$ cat src/rtl/aes_pkg.sv
package aes_pkg;

    localparam int ROUND_COUNT = 10;
    localparam int KEY_ROWS    = ROUND_COUNT + 1;
    localparam int RND_W       = $clog2(KEY_ROWS);
    localparam int PADDR_W     = 4;

    // register word indices, matched against paddr[3:2]; bits [1:0] are not decoded
    localparam logic [PADDR_W-3:0] REG_KEY_HIGH = 2'b00;
    localparam logic [PADDR_W-3:0] REG_KEY_LOW  = 2'b10;

    typedef logic [RND_W-1:0] t_rnd;
    typedef logic [127:0]     t_block;

    typedef enum logic [1:0] {
        ST_IDLE,
        ST_EXPAND,
        ST_ROUND
    } t_state;

    typedef struct packed {
        logic load;      // plaintext beat xor round key 0 into state
        logic round;     // one full round into state
        logic out_load;  // final round into output register
        logic key_we;    // key schedule step, write one round key row
        logic key_first; // schedule starts from the key registers
        t_rnd key_addr;
        t_rnd rd_addr;
    } t_dp_cmd;

    localparam logic [7:0] SBOX [256] = '{
        8'h63, 8'h7c, 8'h77, 8'h7b, 8'hf2, 8'h6b, 8'h6f, 8'hc5,
        8'h30, 8'h01, 8'h67, 8'h2b, 8'hfe, 8'hd7, 8'hab, 8'h76,
        8'hca, 8'h82, 8'hc9, 8'h7d, 8'hfa, 8'h59, 8'h47, 8'hf0,
        8'had, 8'hd4, 8'ha2, 8'haf, 8'h9c, 8'ha4, 8'h72, 8'hc0,
        8'hb7, 8'hfd, 8'h93, 8'h26, 8'h36, 8'h3f, 8'hf7, 8'hcc,
        8'h34, 8'ha5, 8'he5, 8'hf1, 8'h71, 8'hd8, 8'h31, 8'h15,
        8'h04, 8'hc7, 8'h23, 8'hc3, 8'h18, 8'h96, 8'h05, 8'h9a,
        8'h07, 8'h12, 8'h80, 8'he2, 8'heb, 8'h27, 8'hb2, 8'h75,
        8'h09, 8'h83, 8'h2c, 8'h1a, 8'h1b, 8'h6e, 8'h5a, 8'ha0,
        8'h52, 8'h3b, 8'hd6, 8'hb3, 8'h29, 8'he3, 8'h2f, 8'h84,
        8'h53, 8'hd1, 8'h00, 8'hed, 8'h20, 8'hfc, 8'hb1, 8'h5b,
        8'h6a, 8'hcb, 8'hbe, 8'h39, 8'h4a, 8'h4c, 8'h58, 8'hcf,
        8'hd0, 8'hef, 8'haa, 8'hfb, 8'h43, 8'h4d, 8'h33, 8'h85,
        8'h45, 8'hf9, 8'h02, 8'h7f, 8'h50, 8'h3c, 8'h9f, 8'ha8,
        8'h51, 8'ha3, 8'h40, 8'h8f, 8'h92, 8'h9d, 8'h38, 8'hf5,
        8'hbc, 8'hb6, 8'hda, 8'h21, 8'h10, 8'hff, 8'hf3, 8'hd2,
        8'hcd, 8'h0c, 8'h13, 8'hec, 8'h5f, 8'h97, 8'h44, 8'h17,
        8'hc4, 8'ha7, 8'h7e, 8'h3d, 8'h64, 8'h5d, 8'h19, 8'h73,
        8'h60, 8'h81, 8'h4f, 8'hdc, 8'h22, 8'h2a, 8'h90, 8'h88,
        8'h46, 8'hee, 8'hb8, 8'h14, 8'hde, 8'h5e, 8'h0b, 8'hdb,
        8'he0, 8'h32, 8'h3a, 8'h0a, 8'h49, 8'h06, 8'h24, 8'h5c,
        8'hc2, 8'hd3, 8'hac, 8'h62, 8'h91, 8'h95, 8'he4, 8'h79,
        8'he7, 8'hc8, 8'h37, 8'h6d, 8'h8d, 8'hd5, 8'h4e, 8'ha9,
        8'h6c, 8'h56, 8'hf4, 8'hea, 8'h65, 8'h7a, 8'hae, 8'h08,
        8'hba, 8'h78, 8'h25, 8'h2e, 8'h1c, 8'ha6, 8'hb4, 8'hc6,
        8'he8, 8'hdd, 8'h74, 8'h1f, 8'h4b, 8'hbd, 8'h8b, 8'h8a,
        8'h70, 8'h3e, 8'hb5, 8'h66, 8'h48, 8'h03, 8'hf6, 8'h0e,
        8'h61, 8'h35, 8'h57, 8'hb9, 8'h86, 8'hc1, 8'h1d, 8'h9e,
        8'he1, 8'hf8, 8'h98, 8'h11, 8'h69, 8'hd9, 8'h8e, 8'h94,
        8'h9b, 8'h1e, 8'h87, 8'he9, 8'hce, 8'h55, 8'h28, 8'hdf,
        8'h8c, 8'ha1, 8'h89, 8'h0d, 8'hbf, 8'he6, 8'h42, 8'h68,
        8'h41, 8'h99, 8'h2d, 8'h0f, 8'hb0, 8'h54, 8'hbb, 8'h16
    };

    // round constants by schedule step, unused tail is zero
    localparam logic [7:0] RCON [2**RND_W] = '{
        8'h01, 8'h02, 8'h04, 8'h08, 8'h10, 8'h20, 8'h40, 8'h80,
        8'h1b, 8'h36, 8'h00, 8'h00, 8'h00, 8'h00, 8'h00, 8'h00
    };

    // byte 0 of the block sits in bits 127:120
    function automatic t_block sub_shift(input t_block s);
        t_block t;
        int     src;
        t = '0;
        for (int c = 0; c < 4; c++) begin
            for (int r = 0; r < 4; r++) begin
                src = r + 4 * ((c + r) & 3);
                t[127 - 8 * (r + 4 * c) -: 8] = SBOX[s[127 - 8 * src -: 8]];
            end
        end
        return t;
    endfunction

    function automatic logic [7:0] xtime(input logic [7:0] b);
        return {b[6:0], 1'b0} ^ (b[7] ? 8'h1b : 8'h00);
    endfunction

    function automatic t_block mix_columns(input t_block s);
        t_block     t;
        logic [7:0] a0, a1, a2, a3, all;
        t = '0;
        for (int c = 0; c < 4; c++) begin
            a0  = s[127 - 32 * c -: 8];
            a1  = s[119 - 32 * c -: 8];
            a2  = s[111 - 32 * c -: 8];
            a3  = s[103 - 32 * c -: 8];
            all = a0 ^ a1 ^ a2 ^ a3;
            t[127 - 32 * c -: 8] = a0 ^ all ^ xtime(a0 ^ a1);
            t[119 - 32 * c -: 8] = a1 ^ all ^ xtime(a1 ^ a2);
            t[111 - 32 * c -: 8] = a2 ^ all ^ xtime(a2 ^ a3);
            t[103 - 32 * c -: 8] = a3 ^ all ^ xtime(a3 ^ a0);
        end
        return t;
    endfunction

    function automatic t_block next_round_key(input t_block k, input logic [7:0] rc);
        logic [31:0] w0, w1, w2, w3, t;
        w0 = k[127:96];
        w1 = k[95:64];
        w2 = k[63:32];
        w3 = k[31:0];
        t  = {SBOX[w3[23:16]], SBOX[w3[15:8]], SBOX[w3[7:0]], SBOX[w3[31:24]]};
        t  = t ^ {rc, 24'h0};
        w0 = w0 ^ t;
        w1 = w1 ^ w0;
        w2 = w2 ^ w1;
        w3 = w3 ^ w2;
        return {w0, w1, w2, w3};
    endfunction

endpackage

$ cat src/rtl/aes_ctrl.sv
module aes_ctrl (
    input  logic             i_clk,
    input  logic             i_rst_n,
    input  logic             i_cfg_wr,
    input  logic             i_s_valid,
    input  logic             i_m_ready,
    output logic             o_s_ready,
    output logic             o_m_valid,
    output aes_pkg::t_dp_cmd o_cmd
);
    import aes_pkg::*;

    localparam t_rnd LAST_RND = t_rnd'(ROUND_COUNT);
    localparam t_rnd ONE_RND  = t_rnd'(1);

    t_state r_state, n_state;
    t_rnd   r_rnd, n_rnd;
    logic   r_m_valid, n_m_valid;
    logic   w_accept;
    logic   w_out_free;

    // a key write takes the cycle, no beat may be taken alongside it
    assign o_s_ready  = (r_state == ST_IDLE) && !i_cfg_wr;
    assign w_accept   = i_s_valid && o_s_ready;
    assign w_out_free = !r_m_valid || i_m_ready;

    always_ff @(posedge i_clk) begin
        if (!i_rst_n) begin
            r_state   <= ST_IDLE;
            r_rnd     <= '0;
            r_m_valid <= 1'b0;
        end else begin
            r_state   <= n_state;
            r_rnd     <= n_rnd;
            r_m_valid <= n_m_valid;
        end
    end

    always_comb begin
        n_state = r_state;
        n_rnd   = r_rnd;
        o_cmd   = '0;
        priority if (i_cfg_wr) begin
            // any key write restarts the schedule from row 0
            n_state = ST_EXPAND;
            n_rnd   = '0;
        end else begin
            unique case (r_state)
                ST_IDLE: begin
                    if (w_accept) begin
                        o_cmd.load    = 1'b1;
                        o_cmd.rd_addr = ONE_RND;
                        n_state       = ST_ROUND;
                        n_rnd         = ONE_RND;
                    end
                end
                ST_EXPAND: begin
                    o_cmd.key_we    = 1'b1;
                    o_cmd.key_first = (r_rnd == '0);
                    o_cmd.key_addr  = r_rnd;
                    if (r_rnd == LAST_RND) begin
                        n_state = ST_IDLE;
                    end else begin
                        n_rnd = r_rnd + ONE_RND;
                    end
                end
                ST_ROUND: begin
                    if (r_rnd == LAST_RND) begin
                        // hold the last key until the output register frees up
                        o_cmd.rd_addr = LAST_RND;
                        if (w_out_free) begin
                            o_cmd.out_load = 1'b1;
                            o_cmd.rd_addr  = '0;
                            n_state        = ST_IDLE;
                        end
                    end else begin
                        o_cmd.round   = 1'b1;
                        o_cmd.rd_addr = r_rnd + ONE_RND;
                        n_rnd         = r_rnd + ONE_RND;
                    end
                end
                default: begin
                    n_state = ST_IDLE;
                end
            endcase
        end
    end

    always_comb begin
        if (o_cmd.out_load) begin
            n_m_valid = 1'b1;
        end else if (i_m_ready) begin
            n_m_valid = 1'b0;
        end else begin
            n_m_valid = r_m_valid;
        end
    end

    assign o_m_valid = r_m_valid;

    a_rnd_range: assert property (@(posedge i_clk) disable iff (!i_rst_n)
        r_rnd <= LAST_RND)
        else $error("round counter out of range");

    a_accept_starts: assert property (@(posedge i_clk) disable iff (!i_rst_n)
        w_accept && !i_cfg_wr |=> r_state == ST_ROUND && r_rnd == ONE_RND)
        else $error("accepted beat did not start the rounds");

    a_result_after_rounds: assert property (@(posedge i_clk) disable iff (!i_rst_n)
        $rose(r_m_valid) |-> $past(r_state == ST_ROUND && r_rnd == LAST_RND))
        else $error("result shown without finishing the rounds");

    a_no_overwrite: assert property (@(posedge i_clk) disable iff (!i_rst_n)
        o_cmd.out_load |-> w_out_free)
        else $error("pending result overwritten");

    a_expand_ends_idle: assert property (@(posedge i_clk) disable iff (!i_rst_n)
        r_state == ST_EXPAND && r_rnd == LAST_RND && !i_cfg_wr |=> r_state == ST_IDLE)
        else $error("key schedule did not return to idle");

endmodule

$ cat config.mk
export PLATFORM = sky130hd
export DESIGN_NAME = aes_ctrl
export DESIGN_NICKNAME = d
export VERILOG_FILES = /design/src/rtl/aes_pkg.sv /design/src/rtl/aes_ctrl.sv
export SDC_FILE = /design/constraint.sdc
export NUM_CORES = 1
export LEC_CHECK = 0
export ABC_AREA = 1
export BUFFER_PORTS_ARGS = -buffer_cell sky130_fd_sc_hd__buf_2
export CAP_MARGIN = 40
export CORE_MARGIN = 2
export CORE_UTILIZATION = 40
export DETAILED_ROUTE_END_ITERATION = 12
export GPL_TIMING_DRIVEN = 0
export HOLD_SLACK_MARGIN = 0.12
export PLACE_DENSITY = 0.72
export SYNTH_ARGS = -nofsm -noshare
export SYNTH_HDL_FRONTEND = slang
export SYNTH_SLANG_ARGS = --single-unit
export TNS_END_PERCENT = 50
$ cat constraint.sdc
create_clock -name i_clk -period 2 [get_ports i_clk]
set_clock_uncertainty 0.15 [all_clocks]
set_input_delay 0.1 -clock i_clk [delete_from_list [all_inputs] [get_ports i_clk]]
set_output_delay 0.1 -clock i_clk [all_outputs]
set_load 0.02 [all_outputs]
==> out/results.tsv, run 1 <==
metric	value	unit
whs	0.153	ns
die_area	1820	µm²
ys_seq_area_share	23.4	%
io_buffers	19	
grt_pass1_vias	549	
power_density	484	nW/µm²
synth.area.top_cells	dfxtp_1 23%, nor2_1 15%, ha_1 13%	
slew_viol_final	0	
grt_use_met3	1.70	%
p_switching	0.123	mW
post_cts_buffers	0	
path_delay_family	buffers and inverters	
dr_total_vias	648	
synth.largest_area_cell	dfxtp_1	
muxShareOfSynthArea	0	%
stdcell_count	135	
grt_max_degree	7	
peakVddDrop	339	µV
grtUsageMet1	22.0	%
synth_top_cell_area_share	23.4	%
vias_per_cell	4.80	
fin_crit	1.87	ns
synthAdderAreaFrac	12.5	%
synth_compound_area_share	10.4	%
criticalPathCategory	in2reg	
drt_iter0_markers	15	
num_rows	13	
routedWlPerCell	9.98	µm
dieHeight	42.7	µm
htreeDepth	1	
outcome	complete, no violations	
die_w	42.7	µm
coreArea	1350	µm²
power.total	0.382	mW
first_pass_iters	4	
routed_wl	1350	µm
antenna_found_initial	0	
cts_root_buf	clkbuf_4	
antennaDiodeCount	0	
synth_xor_area_share	1.46	%
p_leak	0.401	nW
crit_buf_inv	4	
busiest_layer	met2	
hp-class	in2reg	
synthesis.nets	105	
crit_fanout	6	
dpl.cell_count	128	
cts_buffers	3	
critPathArrivalTime	1.91	ns
p_seq_share	39.9	%
ant_nets	0	
yosys_warnings	0	
initial_core_util	44.4	%
start_kind	input port	
syn_inst	94	
max_stage_delay	0.56	ns
synthSimpleGateAreaFrac	41.5	%
track_usage	16.0	%
synth_top_family_by_area	simple AND/OR/NAND/NOR gates	
grt_pass1_wl	2230	µm
final_common_cell	nor2_1	
cp.required	2.04	ns
clock_latency	0.25	ns
clkSinkCount	7	
cpMaxStageDelayCell	dlygate4sd3_1	
drive_gt1_share	30.0	%
gp_congestion	0.772	
layout_common_cells	24 x nor2_1, 19 x buf_2, 18 x nand2_1	
setup_viol	0	
clockPowerShare	33.4	%
ys_ff_latch	7	
synth_area	599	µm²
dpl.hpwl	1010	µm
drv_cap	0	
fmax	535	MHz
worstMarginPinSlew	0.319	ns
hold_viol	0	
fin_util	58.5	%
grt_util_met2	22.4	%
p_sw_share	32.2	%
cts.path.max_buffers	2	
clk_pin_slew	0.05	ns
relSlewSlack	78.6	%
yosys.cell_types.count	21	
internal-power	0.259	mW
drc	0	
end_kind	flop	
syn_to_final_growth	31.7	%
period_share	93.5	%
p_comb_share	26.7	%
ios	20	
cp_cell_sequence	dlygate4sd3_1 -> buf_2 -> inv_2 -> nand2_1 -> nor3_4 -> nor2_1 -> nor2_1 -> dlygate4sd3_1	
cts_tree	done	
syn_avg_cell_area	6.38	µm²
overflow	0	
fin_nets	132	
==> cell usage after synthesis, drive strengths merged <==
cell    count
nand2      19
nand4       1
nor3        2
inv        15
a21oi       3
nor2       25
buf         1
a21boi      1
dfxtp       7
xnor2       1
o211ai      1
o21ai       5
nand3       7
ha          6
==> flip-flops by register name, indices dropped and copies added, names as in the netlist <==
name       flops
o_m_valid      1
r_rnd          4
r_state        2
==> timing repair <==
item | in CTS | in global routing
resized for setup | 0 | 5
hold endpoints to repair | 4 | 0
hold buffers | 3 | 0
endpoints found under the setup margin | 0 | 4
==> final timing paths <==
kind | from | endpoint | slack, ns | cells after the start
max | i_cfg_wr | o_m_valid$_SDFFE_PN0P_ | 0.13 | 8
min | i_s_valid | r_state[0]$_SDFFE_PN0P_ | 0.15 | 6
max reg2reg | r_rnd[0]$_SDFFE_PP0P_ | o_m_valid$_SDFFE_PN0P_ | 0.13 | 7
min reg2reg | r_state[0]$_SDFFE_PN0P_ | r_state[0]$_SDFFE_PN0P_ | 0.34 | 2
==> logic make-up after synthesis <==
group                    Yosys count
AND/OR/NAND/NOR                   54
buffers and inverters             16
adder cells (fa/ha/maj)            6
flip-flops                         7
AO/OA/AOI/OAI                     10
XOR/XNOR                           1
==> stage by stage <==
stage / setup WS (ns) / TNS [ns] / area, µm²
6_report: 0.130 / 0 / 790
3_5_place_dp: 0.336 / 0 / 713
2_1_floorplan: 0.274 / 0 / 599
4_1_cts: 0.0471 / 0 / 769
5_1_grt: -0.0119 / -0.0119 / 790
3_3_place_gp: 0.368 / 0 / 713
==> power by group through the flow <==
stage | Sequential [mW] | Combinational [mW] | Clock (mW)
2_1_floorplan | 0.153 | 0.0735 | 0
3_3_place_gp | 0.154 | 0.0964 | 0
3_5_place_dp | 0.155 | 0.0974 | 0
4_1_cts | 0.152 | 0.101 | 0.134
5_1_grt | 0.153 | 0.115 | 0.141
6_report | 0.152 | 0.102 | 0.128
==> routing by layer <==
layer | vias to the layer above | share of wire [%]
met3 | 2 | 6.8
li1 | 347 | -
met5 | - | 0
met4 | 0 | 1.0
met2 | 28 | 45
met1 | 271 | 47
==> final cells by class <==
class / instances / area [µm²]
plain buffers: 1 / 7.51
inverters: 15 / 56.3
multi-input cells: 71 / 414
repair buffers: 22 / 125
fillers: 136 / 561
well taps: 15 / 18.8
clock buffers: 4 / 26.3
flip-flops and latches: 7 / 141
==> tightest hold or removal path, stage by stage <==
cell and delay (ns):
buf_2 0.11, nor2_1 0.05, nor2_1 0.09, nand2_1 0.05
nand2_1 0.05, a21oi_1 0.05
(Power assumes the default switching activity.)
==> inputs of run 2 (changes only) <==
--- a/config.mk
+++ b/config.mk
@@ -5,7 +5,6 @@
 export SDC_FILE = /design/constraint.sdc
 export NUM_CORES = 1
 export LEC_CHECK = 0
-export ABC_AREA = 1
 export BUFFER_PORTS_ARGS = -buffer_cell sky130_fd_sc_hd__buf_2
 export CAP_MARGIN = 40
 export CORE_MARGIN = 2
@@ -14,6 +13,7 @@
 export GPL_TIMING_DRIVEN = 0
 export HOLD_SLACK_MARGIN = 0.12
 export PLACE_DENSITY = 0.72
+export SETUP_SLACK_MARGIN = 0.02
 export SYNTH_ARGS = -nofsm -noshare
 export SYNTH_HDL_FRONTEND = slang
 export SYNTH_SLANG_ARGS = --single-unit
==> out/results.tsv, run 2 <==
metric	value	unit
pre_cts_slack	0.268	ns
r2r-start	r_rnd[0]$_SDFFE_PP0P_	
syn_inst	78	
antenna_found_initial	0	
synthesis.nets	89	
cp_cell_sequence	inv_1 -> ha_1 -> nand3b_4 -> nor2_1 -> o21a_1 -> dlygate4sd3_1	
met2WireLength	679	µm
critPathArrivalTime	1.87	ns
first_pass_iters	4	
synth_top_flop_cell	dfxtp_1	
routed_wl	1430	µm
hp-class	in2reg	
r2r_end	o_m_valid$_SDFFE_PN0P_	
syn_avg_cell_area	7.81	µm²
final_area	792	µm²
dieHeight	43.0	µm
yosysMostFrequentCell	inv_1	
drc	0	
die_area	1850	µm²
htreeDepth	1	
synth_area	609	µm²
whs	0.206	ns
drv_cap	0	
layout_common_cells	19 x buf_2, 8 x inv_1, 7 x nor2_1	
drive_gt1_share	28.6	%
gp_congestion	0.841	
p_switching	0.116	mW
drt_iter0_markers	13	
yosys.cell_types.count	34	
fin_util	53.8	%
overflow	0	
wl_met3	111	µm
cpMaxStageDelayCell	dlygate4sd3_1	
min_path_cells	4	
internal-power	0.255	mW
p_leak	0.409	nW
grt_max_degree	11	
largest_register	r_rnd	
ys_seq_area_share	23.0	%
clockPowerShare	36.8	%
yosys_warnings	0	
num_rows	14	
grt_setup_unrepaired	no	
cts_root_buf	clkbuf_4	
synth_top_cell_area_share	23.0	%
min_to	r_rnd[2]$_SDFFE_PP0P_	
synth.area.top_cells	dfxtp_1 23%, ha_1 12%, and2_1 6.2%	
period_share	93.7	%
setup_viol	0	
stdcell_count	121	
cp.required	2.00	ns
reg2reg_slack	0.13	ns
final_common_cell	buf_2	
cts_tree	done	
hold_path.startpoint	i_s_valid	
end_kind	flop	
p_comb_share	23.6	%
dpl.cell_count	113	
die_w	43.0	µm
fmax	534	MHz
ios	20	
grt_pass1_vias	560	
synth.top_cells.by_count	8 x inv_1, 7 x dfxtp_1, 7 x nor2_1	
outcome	complete, no violations	
async_reset_ff_share	0	%
clk_pin_slew	0.06	ns
criticalPathCategory	reg2reg	
dr_total_vias	639	
ant_nets	0	
synth_edf_count	0	
antennaDiodeCount	0	
vias_per_cell	5.28	
grt_pass1_wl	2370	µm
synth.largest_area_cell	dfxtp_1	
peakVddDrop	302	µV
largest_reg_flops	4	
slew_viol_final	0	
crit_fanout	10	
routedWlPerCell	11.8	µm
clkSinkCount	7	
fin_crit	1.87	ns
track_usage	17.1	%
max_stage_delay	0.54	ns
fin_nets	117	
cts.path.max_buffers	2	
ys_ff_latch	7	
start_kind	flop	
relSlewSlack	78.8	%
initial_core_util	41.4	%
fin_ws	0.127	ns
worstMarginPinSlew	0.317	ns
p_sw_share	31.2	%
hold_viol	0	
wl_met1	619	µm
io_buffers	19	
dr.max_layer_used	met4	
place_area	724	µm²
clock_latency	0.26	ns
syn_to_final_growth	30.0	%
reg2reg_depth	6	
coreArea	1470	µm²
power.total	0.371	mW
setup_tns	0	ns
dpl.hpwl	1020	µm
power_density	468	nW/µm²
p_seq_share	39.6	%
cts_buffers	3	
-- run 2: routing by layer --
metal | up-vias | GRT usage (%)
li1 | 326 | -
met1 | 275 | 23.1
met4 | 0 | 9.09
met2 | 36 | 27.0
met3 | 2 | 1.28
met5 | - | 0
-- run 2: worst max-delay path by stage --
stage | from | endpoint | slack [ns] | cells past startpoint
final | r_rnd[0]$_SDFFE_PP0P_ | o_m_valid$_SDFFE_PN0P_ | 0.13 | 6
after global routing | r_rnd[0]$_SDFFE_PP0P_ | o_m_valid$_SDFFE_PN0P_ | 0.05 | 6
after CTS | r_rnd[0]$_SDFFE_PP0P_ | o_m_valid$_SDFFE_PN0P_ | 0.06 | 6
after detailed placement | r_state[0]$_SDFFE_PN0P_ | r_rnd[3]$_SDFFE_PP0P_ | 0.27 | 5
after global placement | r_state[0]$_SDFFE_PN0P_ | r_rnd[3]$_SDFFE_PP0P_ | 0.26 | 5
after floorplan | r_state[0]$_SDFFE_PN0P_ | r_rnd[3]$_SDFFE_PP0P_ | 0.35 | 5
-- run 2: cell type report --
class | instances | area [µm²]
buffer | 2 | 18.8
clock buffer | 4 | 26.3
fill | 143 | 679
inverter | 8 | 30.0
multi-input combinational | 61 | 420
sequential | 7 | 141
tap | 16 | 20.0
timing repair buffer | 23 | 135
-- run 2: worst max-delay path, delay by kind of cell, from the launching register on --
family                   cells  cell delay (ns)
buffers and inverters        2             0.63
AND/OR/NAND/NOR              2             0.21
adder cells (fa/ha/maj)      1             0.24
flip-flops                   1             0.36
AO/OA/AOI/OAI                1             0.16
-- run 2: power by group through the flow --
| stage | sequential (mW) | clock, mW | combinational [mW] |
|---|---|---|---|
| floorplan | 0.149 | 0 | 0.0572 |
| CTS | 0.146 | 0.141 | 0.0864 |
| detailed placement | 0.150 | 0 | 0.0800 |
| finish | 0.147 | 0.136 | 0.0876 |
| global route | 0.147 | 0.148 | 0.0955 |
| global placement | 0.149 | 0 | 0.0788 |
-- run 2: logic make-up after synthesis --
| family | after synthesis | share of synthesized area (%) |
|---|---|---|
| buffers and inverters | 10 | 8.01 |
| and+or+nand+nor | 32 | 31.2 |
| xor gates and xnor gates | 2 | 2.88 |
| AOI/OAI and AO/OA | 20 | 20.3 |
| adders and majority gates | 6 | 12.3 |
| muxes | 1 | 2.26 |
| DFF | 7 | 23.0 |
-- run 2: what timing repair did --
item	CTS	global route
gates resized for setup	0	1
hold buffers	4	0
setup endpoints to repair	0	2
hold endpoints to repair	4	0
setup buffers	0	0
==> inputs of run 3 (changes only) <==
--- a/config.mk
+++ b/config.mk
@@ -7,12 +7,15 @@
 export LEC_CHECK = 0
 export BUFFER_PORTS_ARGS = -buffer_cell sky130_fd_sc_hd__buf_2
 export CAP_MARGIN = 40
+export CELL_PAD_IN_SITES_DETAIL_PLACEMENT = 0
+export CELL_PAD_IN_SITES_GLOBAL_PLACEMENT = 2
+export CORE_ASPECT_RATIO = 0.9
 export CORE_MARGIN = 2
-export CORE_UTILIZATION = 40
+export CORE_UTILIZATION = 26
 export DETAILED_ROUTE_END_ITERATION = 12
 export GPL_TIMING_DRIVEN = 0
 export HOLD_SLACK_MARGIN = 0.12
-export PLACE_DENSITY = 0.72
+export PLACE_DENSITY = 0.81
 export SETUP_SLACK_MARGIN = 0.02
 export SYNTH_ARGS = -nofsm -noshare
 export SYNTH_HDL_FRONTEND = slang
==> out/results.tsv, run 3 (synthesized netlist as in run 2, its figures left out) <==
metric	value	unit
min_path_cells	4	
dpl.cell_count	124	
seq_area	141	µm²
slew_viol_final	0	
r2r-start	r_rnd[0]$_SDFFE_PP0P_	
fin_ws	0.119	ns
num_rows	16	
reg2reg_slack	0.12	ns
coreArea	2200	µm²
fin_util	36.9	%
clockPowerShare	38.1	%
busiest_layer	met1	
multi_input_area	428	µm²
die_area	2750	µm²
vias_per_cell	4.83	
ant_nets	0	
grt_util_met2	17.7	%
post_cts_buffers	0	
largest_register	r_rnd	
die_w	55.0	µm
worstMarginPinSlew	0.306	ns
initial_core_util	27.7	%
cts_buffers	3	
grt_pass1_vias	560	
grt_setup_unrepaired	no	
p_seq_share	38.9	%
cts_root_buf	clkbuf_4	
peakVddDrop	248	µV
hp-class	in2reg	
drc	0	
grt_max_degree	11	
p_sw_share	32.4	%
p_comb_share	23.0	%
r2r_end	o_m_valid$_SDFFE_PN0P_	
start_kind	flop	
p_switching	0.123	mW
grt_pass1_wl	2640	µm
layout_common_cells	19 x buf_2, 8 x inv_1, 7 x nor2_1	
fmax	532	MHz
critPathArrivalTime	1.89	ns
drt_iter0_markers	7	
drive_gt1_share	29.5	%
ios	20	
dr_total_vias	638	
crit_fanout	10	
clock_latency	0.27	ns
antennaDiodeCount	0	
cts.path.max_buffers	2	
overflow	0	
power_density	466	nW/µm²
criticalPathCategory	reg2reg	
grtUsageMet1	19.6	%
end_kind	flop	
dieHeight	49.9	µm
gp_congestion	0.776	
whs	0.195	ns
reg2reg_depth	6	
fin_nets	117	
first_pass_iters	4	
cp.required	2.01	ns
cts_tree	done	
pre_cts_slack	0.180	ns
syn_to_final_growth	33.5	%
grt_use_met3	1.82	%
routedWlPerCell	12.1	µm
antenna_found_initial	0	
hold_viol	0	
stdcell_count	132	
track_usage	13.4	%
hold_path.startpoint	i_s_valid	
internal-power	0.256	mW
clkSinkCount	7	
dpl.hpwl	1160	µm
drv_cap	0	
setup_tns	0	ns
routed_wl	1590	µm
final_common_cell	buf_2	
io_buffers	19	
period_share	94.0	%
min_to	r_rnd[2]$_SDFFE_PP0P_	
p_leak	0.415	nW
setup_viol	0	
fillers	251	
outcome	complete, no violations	
htreeDepth	1	
relSlewSlack	79.5	%
clk_pin_slew	0.06	ns
largest_reg_flops	4	
fin_crit	1.88	ns
-- run 3: worst max path at each step --
stage | startpoint | end | slack, ns | depth (start not counted)
finish | r_rnd[0]$_SDFFE_PP0P_ | o_m_valid$_SDFFE_PN0P_ | 0.12 | 6
floorplan | r_state[0]$_SDFFE_PN0P_ | r_rnd[3]$_SDFFE_PP0P_ | 0.35 | 5
CTS | r_rnd[0]$_SDFFE_PP0P_ | o_m_valid$_SDFFE_PN0P_ | 0.04 | 6
global route | r_rnd[0]$_SDFFE_PP0P_ | o_m_valid$_SDFFE_PN0P_ | 0.02 | 6
detailed placement | r_state[0]$_SDFFE_PN0P_ | r_rnd[3]$_SDFFE_PP0P_ | 0.18 | 5
global placement | r_state[0]$_SDFFE_PN0P_ | r_rnd[3]$_SDFFE_PP0P_ | 0.24 | 5
-- run 3: layout make-up --
class | count | share of cell area, %
Multi-Input combinational cell | 61 | 52.6
Tap cell | 27 | 4.15
Sequential cell | 7 | 17.4
Inverter | 8 | 3.69
Buffer | 2 | 2.31
Clock buffer | 4 | 3.23
Timing Repair Buffer | 23 | 16.6
-- run 3: critical path: stages (launching register included) --
cell and delay (ns):
dfxtp_2 0.38, inv_1 0.10, ha_1 0.24, nand3b_4 0.15, nor2_1 0.06, o21a_1 0.16, dlygate4sd3_1 0.54
-- run 3: routing by layer --
metal  vias to the layer above  wire length [µm]  part of all wire [%]
met5                         -                 0                     0
met4                         0                44                   2.8
met3                         4                80                   5.0
met2                        17               635                    40
met1                       291               833                    52
li1                        326                 -                     -
-- run 3: power by group through the flow --
stage                     registers (mW)  logic [mW]  clock network, mW
after floorplan                    0.149      0.0572                  0
after global placement             0.150      0.0815                  0
after detailed placement           0.150      0.0805                  0
after CTS                          0.147      0.0862              0.145
after global routing               0.148      0.0962              0.153
final                              0.147      0.0873              0.144
-- run 3: timing repair --
item,CTS,global route
hold buffers,4,0
endpoints found under the hold margin,6,0
endpoints found under the setup margin,0,3
resized for setup,0,2
-- run 3: metrics by stage --
stage                     power (mW)  area [µm²]
after floorplan                0.206         609
after global placement         0.231         738
after detailed placement       0.231         738
after CTS                      0.378         805
after global routing           0.397         813
final                          0.379         813
